[src/hdl/box_mean_filter_8x8_assert.svh]
// Assertion macros used by the box mean filter top level.
`ifndef BOX_MEAN_FILTER_8X8_ASSERT_SVH
`define BOX_MEAN_FILTER_8X8_ASSERT_SVH
`ifndef SYNTHESIS
`define BMF8_ASSERT_IMP(label, clk, rst_n, ante, cons) \
    label: assert property (@(posedge clk) disable iff (!rst_n) (ante) |-> (cons)) \
        else $error("box mean filter: implication check failed");
`define BMF8_ASSERT_NXT(label, clk, rst_n, ante, cons) \
    label: assert property (@(posedge clk) disable iff (!rst_n) (ante) |=> (cons)) \
        else $error("box mean filter: next-cycle check failed");
`else
`define BMF8_ASSERT_IMP(label, clk, rst_n, ante, cons)
`define BMF8_ASSERT_NXT(label, clk, rst_n, ante, cons)
`endif
`endif

[src/hdl/bmf8_pkg.sv]
// Types, constants and helpers shared by the box mean filter modules.
`timescale 1ns / 1ps
package bmf8_pkg;
    localparam int CH_W      = 8;
    localparam int COORD_W   = 10;
    localparam int CFG_W     = 11;
    localparam int SUM_W     = 14;
    localparam int TAP_W     = 6;
    localparam int MIN_SIZE  = 8;
    localparam int DEF_MAX_WIDTH  = 1024;
    localparam int DEF_MAX_HEIGHT = 1024;
    localparam logic [CFG_W-1:0] RST_WIDTH  = 11'd640;
    localparam logic [CFG_W-1:0] RST_HEIGHT = 11'd480;
    localparam logic [TAP_W-1:0] LAST_TAP = 6'd63;
    localparam logic REG_FRAME_WIDTH  = 1'b0;
    localparam logic REG_FRAME_HEIGHT = 1'b1;

    typedef enum logic [1:0] {
        S_IDLE,
        S_RUN,
        S_TAIL,
        S_EMIT
    } t_state;

    typedef struct packed {
        logic             accept;
        logic             issue;
        logic [TAP_W-1:0] tap;
        logic             load_out;
        logic             step_out;
    } t_cmd;

    typedef struct packed {
        logic emit;
        logic last_out;
        logic out_free;
    } t_sts;

    // Mean of a 64-entry window sum, (sum + 1) divided by 64 and truncated, limited to the channel range.
    function automatic logic [CH_W-1:0] mean_of(input logic [SUM_W-1:0] sum);
        logic [SUM_W:0]   s1;
        logic [SUM_W-6:0] q;
        s1 = {1'b0, sum} + {{SUM_W{1'b0}}, 1'b1};
        q  = s1[SUM_W:6];
        mean_of = (q > 9'd255) ? 8'd255 : q[CH_W-1:0];
    endfunction
endpackage

[src/hdl/bmf8_ctrl.sv]
// Sequencer: per result, walks the 64 window taps and hands the sum to the output register.
`timescale 1ns / 1ps
module bmf8_ctrl (
    input  logic          i_clk,
    input  logic          i_rst_n,
    input  logic          i_s_valid,
    output logic          o_s_ready,
    input  bmf8_pkg::t_sts i_sts,
    output bmf8_pkg::t_cmd o_cmd
);
    import bmf8_pkg::*;

    t_state             r_state, n_state;
    logic [TAP_W-1:0]   r_tap, n_tap;

    always_ff @(posedge i_clk) begin
        if (!i_rst_n) begin
            r_state <= S_IDLE;
            r_tap   <= '0;
        end else begin
            r_state <= n_state;
            r_tap   <= n_tap;
        end
    end

    always_comb begin
        n_state = r_state;
        n_tap   = '0;
        unique case (r_state)
            S_IDLE: begin
                if (i_s_valid && i_sts.emit) begin
                    n_state = S_RUN;
                end
            end
            S_RUN: begin
                n_tap = r_tap + 1'b1;
                if (r_tap == LAST_TAP) begin
                    n_state = S_TAIL;
                end
            end
            S_TAIL: begin
                n_state = S_EMIT;
            end
            S_EMIT: begin
                if (i_sts.out_free) begin
                    n_state = i_sts.last_out ? S_IDLE : S_RUN;
                end
            end
            default: n_state = S_IDLE;
        endcase
    end

    always_comb begin
        o_s_ready       = 1'b0;
        o_cmd           = '0;
        o_cmd.tap       = r_tap;
        unique case (r_state)
            S_IDLE: begin
                o_s_ready    = 1'b1;
                o_cmd.accept = i_s_valid;
            end
            S_RUN: begin
                o_cmd.issue = 1'b1;
            end
            S_TAIL: begin
                o_cmd.issue = 1'b0;
            end
            S_EMIT: begin
                o_cmd.load_out = i_sts.out_free;
                o_cmd.step_out = i_sts.out_free && !i_sts.last_out;
            end
            default: o_s_ready = 1'b0;
        endcase
    end
endmodule

[config.mk]
export PLATFORM = sky130hd
export DESIGN_NAME = bmf8_ctrl
export DESIGN_NICKNAME = d
export VERILOG_FILES = /design/src/hdl/box_mean_filter_8x8_assert.svh /design/src/hdl/bmf8_pkg.sv /design/src/hdl/bmf8_ctrl.sv
export SDC_FILE = /design/constraint.sdc
export NUM_CORES = 1
export LEC_CHECK = 0
export BUFFER_PORTS_ARGS = -buffer_cell sky130_fd_sc_hd__buf_2
export CAP_MARGIN = 10
export CORE_AREA = 8 8 45 47
export DETAILED_ROUTE_END_ITERATION = 6
export DIE_AREA = 0 0 53 55
export PLACE_DENSITY_LB_ADDON = 0.12
export SYNTH_ARGS = -nofsm -noshare
export SYNTH_HDL_FRONTEND = slang
export SYNTH_SLANG_ARGS = --single-unit
[constraint.sdc]
create_clock -name i_clk -period 1.8 [get_ports i_clk]
set_clock_uncertainty 0.15 [all_clocks]
set_input_delay 0.45 -clock i_clk [delete_from_list [all_inputs] [get_ports i_clk]]
set_output_delay 0.45 -clock i_clk [all_outputs]
set_load 0.01 [all_outputs]
Word-level counts from Yosys, hierarchy flattened
Cells that the tools add are included.
{"block": "classes", "n_reduce_logical": 6, "add_sub_neg": 1, "eq_ne": 7, "muxes": 9}
{"cell": "2-to-1 mux 2 bit", "count": 4}
{"cell": "case mux 2 bit (4 select lines)", "count": 1}
{"cell": "adder 6 x 1 -> 6 bit (second input constant)", "count": 1}
{"cell": "equality test 6 bit (second input constant)", "count": 1}
{"cell": "!= test 2 bit (second input constant)", "count": 3}
{"cell": "equality test 2 bit (second input constant)", "count": 2}
{"cell": "2-to-1 mux 1 bit", "count": 4}
{"cell": "AND reduction 3 bit", "count": 1}
{"cell": "equality test 2 x 1 -> 1 bit (second input constant)", "count": 1}
{"cell": "logical AND 1 bit", "count": 2}
{"cell": "logical NOT 2 bit", "count": 1}
{"cell": "AND reduction 2 bit", "count": 1}
{"cell": "logical NOT 1 bit", "count": 1}
{"block": "totals", "register_bits": 8, "in_bits": 6, "word_cells": 25, "output_inout_bits": 11}

Depth between registers and ports, before layout
{"block": "logic_depth", "word_depth": 3, "ltp_mapped": 5, "ltp_nobuf": 5}

Least setup slack after synthesis
Ideal clock, no wire load.
{"block": "synth_path", "path_type": "register -> output", "from": "register r_state[0]", "to": "output o_cmd[9] (netlist name)", "path_slack_ns": 0.329, "path_stages_with_launch": 4, "arrival_time_ns": 0.871, "t_required_ns": 1.200, "path_buffers": 0, "cell_sequence": "dfxtp_1 > inv_1 > ha_1 > and2_1"}
{"element": "start: declaration", "line": "bmf8_ctrl.sv:13", "text": "t_state r_state, n_state;"}
{"element": "start signal: assignment", "line": "bmf8_ctrl.sv:21", "text": "r_state <= n_state;"}
{"element": "end: declaration", "line": "bmf8_ctrl.sv:9", "text": "output bmf8_pkg::t_cmd o_cmd"}

==> metrics.cfg <==
[clock_network]
cts_buffers=3
htree_levels=1
clock_latency_ps=260
clk_pin_slew_ps=60
cts.path.max_buffers=2
cts_tree=done
cts_root_buf=clkbuf_4
clkSinkCount=8

[route]
firstDrtPassIters=4
routed_wirelength_um=980
wire_per_inst_um=12.1
ant_nets=0
viasPerCell=4.77
vias=386
drt_first_iter_violations=3
drc=0

[global_routing]
grt_pass1_vias=364
use_met1=0.0763
grt_max_degree=7
grt_use_total=0.0761
met3_usage=0.0561
grt_pass1_wl_um=1540
grt_overflow=0
use_met2=0.115
antenna_found_initial=0
grt_busiest_layer=met2

[floorplanning]
initial_utilization=0.298
dieWidth_um=53
core_um2=1380
rows=14
die_h_um=55
io_pins=17
die_area_um2=2920

[critical_path]
critPathCaptureType=output pin
cp_top_family=flip-flops
start_kind=flip-flop
critPathMaxFanout=6
worstPathCellList=ha_1 > and3b_1 > buf_2
r2r_start=r_tap[0]$_SDFF_PN0_
crit_path_start=r_state[0]$_SDFFE_PN0P_
cp.required_ps=1200
cp_num_buf_inv=1
cpMaxStageDelayCell=dfxtp_4
crit_type=flip-flop to output pin
worstPathArrival_ps=1160
slowest_delay_ps=360

[layout]
num_antenna_cells=0
area_delta_synth_final_pct=31.5
fillerInstances=151
register_area_um2=165
layout.nets=78
multi_input_area_um2=248
drive_above_1_share=0.338
instances_no_fill=81

[logic_synthesis]
synth_most_common_cell=dfxtp_1
yosysWarnings=0
avgSynthCellArea_um2=8.98
synthArstFlopShare=0
synth_seq_cells=8
synth_top_cell_area_share=0.388
syn_nets=57
synth_ff_type=dfxtp_1
synth.distinct_cells=18
synth-edff-count=0
postSynthCellCount=46
ys_seq_area_frac=0.388
synth_area_leaders=dfxtp_1 39%, ha_1 15%, nand2_1 5.5%
yosys.area.top_type=dfxtp_1
synth_common_cells=8 x dfxtp_1, 6 x nand2_1, 5 x ha_1
synth_area_um2=413

[power]
power.density_nw_per_um2=1080
vdd_ir_drop_max_v=0.000477
p_leak_nw=0.269

[timing]
setup_tns_ps=0
finalSetupViolCount=0
fmax_ghz=0.569
setup_ws_ps=42.4
post-route-min-period_ps=1760
report.final.slew_viol_count=0
worst_pin_slew_ps=176
period_share=0.976
relSlewSlack=0.882
hold_viol_final=0

[placed_design]
place_congestion=0.674
placed_cells=78
place_hpwl_um=760
pre_cts_slack_ps=237
io_buffers=16

[flow_run]
cap_violations=0

[worst_hold_path]
hp-class=flip-flop to flip-flop
worstHoldStart=r_tap[0]$_SDFF_PN0_

[run_status]
status=complete, no violations

## stage by stage
step	area (um2)	hold slack, ps	util	total power [mW]
global placement	513	300	0.371	0.435
detailed placement	513	305	0.371	0.435
finish	543	320	0.392	0.586
CTS	538	319	0.389	0.587
floorplan	413	305	-	0.361
global route	543	348	0.392	0.634
## state kept, by name (all words and copies together), names as in the netlist
| name | count |
|---|---|
| r_state | 2 |
| r_tap | 6 |
## report_power, final
group	internal [mW]	switching (mW)	leakage, nW
clock	0.0769	0.0693	0.0138
combinational	0.0959	0.113	0.189
sequential	0.207	0.0245	0.0659
## worst paths after layout
kind	depth (start not counted)	slack, ps	endpoint
worst max-delay path	3	40	o_cmd[0]
worst min-delay path	1	320	r_tap[0]$_SDFF_PN0_
worst max register to register	4	340	r_state[0]$_SDFFE_PN0P_
worst min register to register	1	320	r_tap[0]$_SDFF_PN0_
## cell usage in the layout, fill, tap and decap left out, drive strengths merged, types with 2 or more instances in the layout
| master | instances |
|---|---|
| and2 | 2 |
| and3 | 2 |
| buf | 16 |
| clkbuf | 3 |
| dfxtp | 8 |
| ha | 5 |
| inv | 2 |
| mux2i | 2 |
| nand2 | 6 |
| nand3 | 3 |
| nor2 | 4 |
| o21ai | 3 |
| xor2 | 2 |
## repair_timing
item | 4_1_cts | 5_1_grt
gates resized for setup | 2 | 2
hold buffers | 0 | 0
endpoints found under the hold margin | 0 | 0
setup buffers | 0 | 0
endpoints found under the setup margin | 1 | 1
## worst reg2reg max path, cell delays in order, from the launching register on
cell and delay [ps]:
dfxtp_1 380, ha_1 220, nand3_1 100, a221o_1 360
mux2i_1 140
## cells by family after synthesis
family          count (synthesis)  synth area share
simple gates                   21             0.258
flops                           8             0.388
compound gates                  5            0.0727
fa+ha+maj                       5             0.152
xor+xnor                        3            0.0636
buf+inv                         2            0.0182
mux                             2            0.0485
## metal layers
layer	up-vias	wire, um
met5	-	0
met4	0	5
met3	2	122
met2	17	420
met1	173	432
li1	194	-
## final cells by class
class	instances	area share
multi-input cells	36	0.456
flip-flops and latches	8	0.304
repair buffers	16	0.147
clock buffers	3	0.0415
well taps	16	0.0369
inverters	2	0.0138
(Power assumes the default switching activity.)
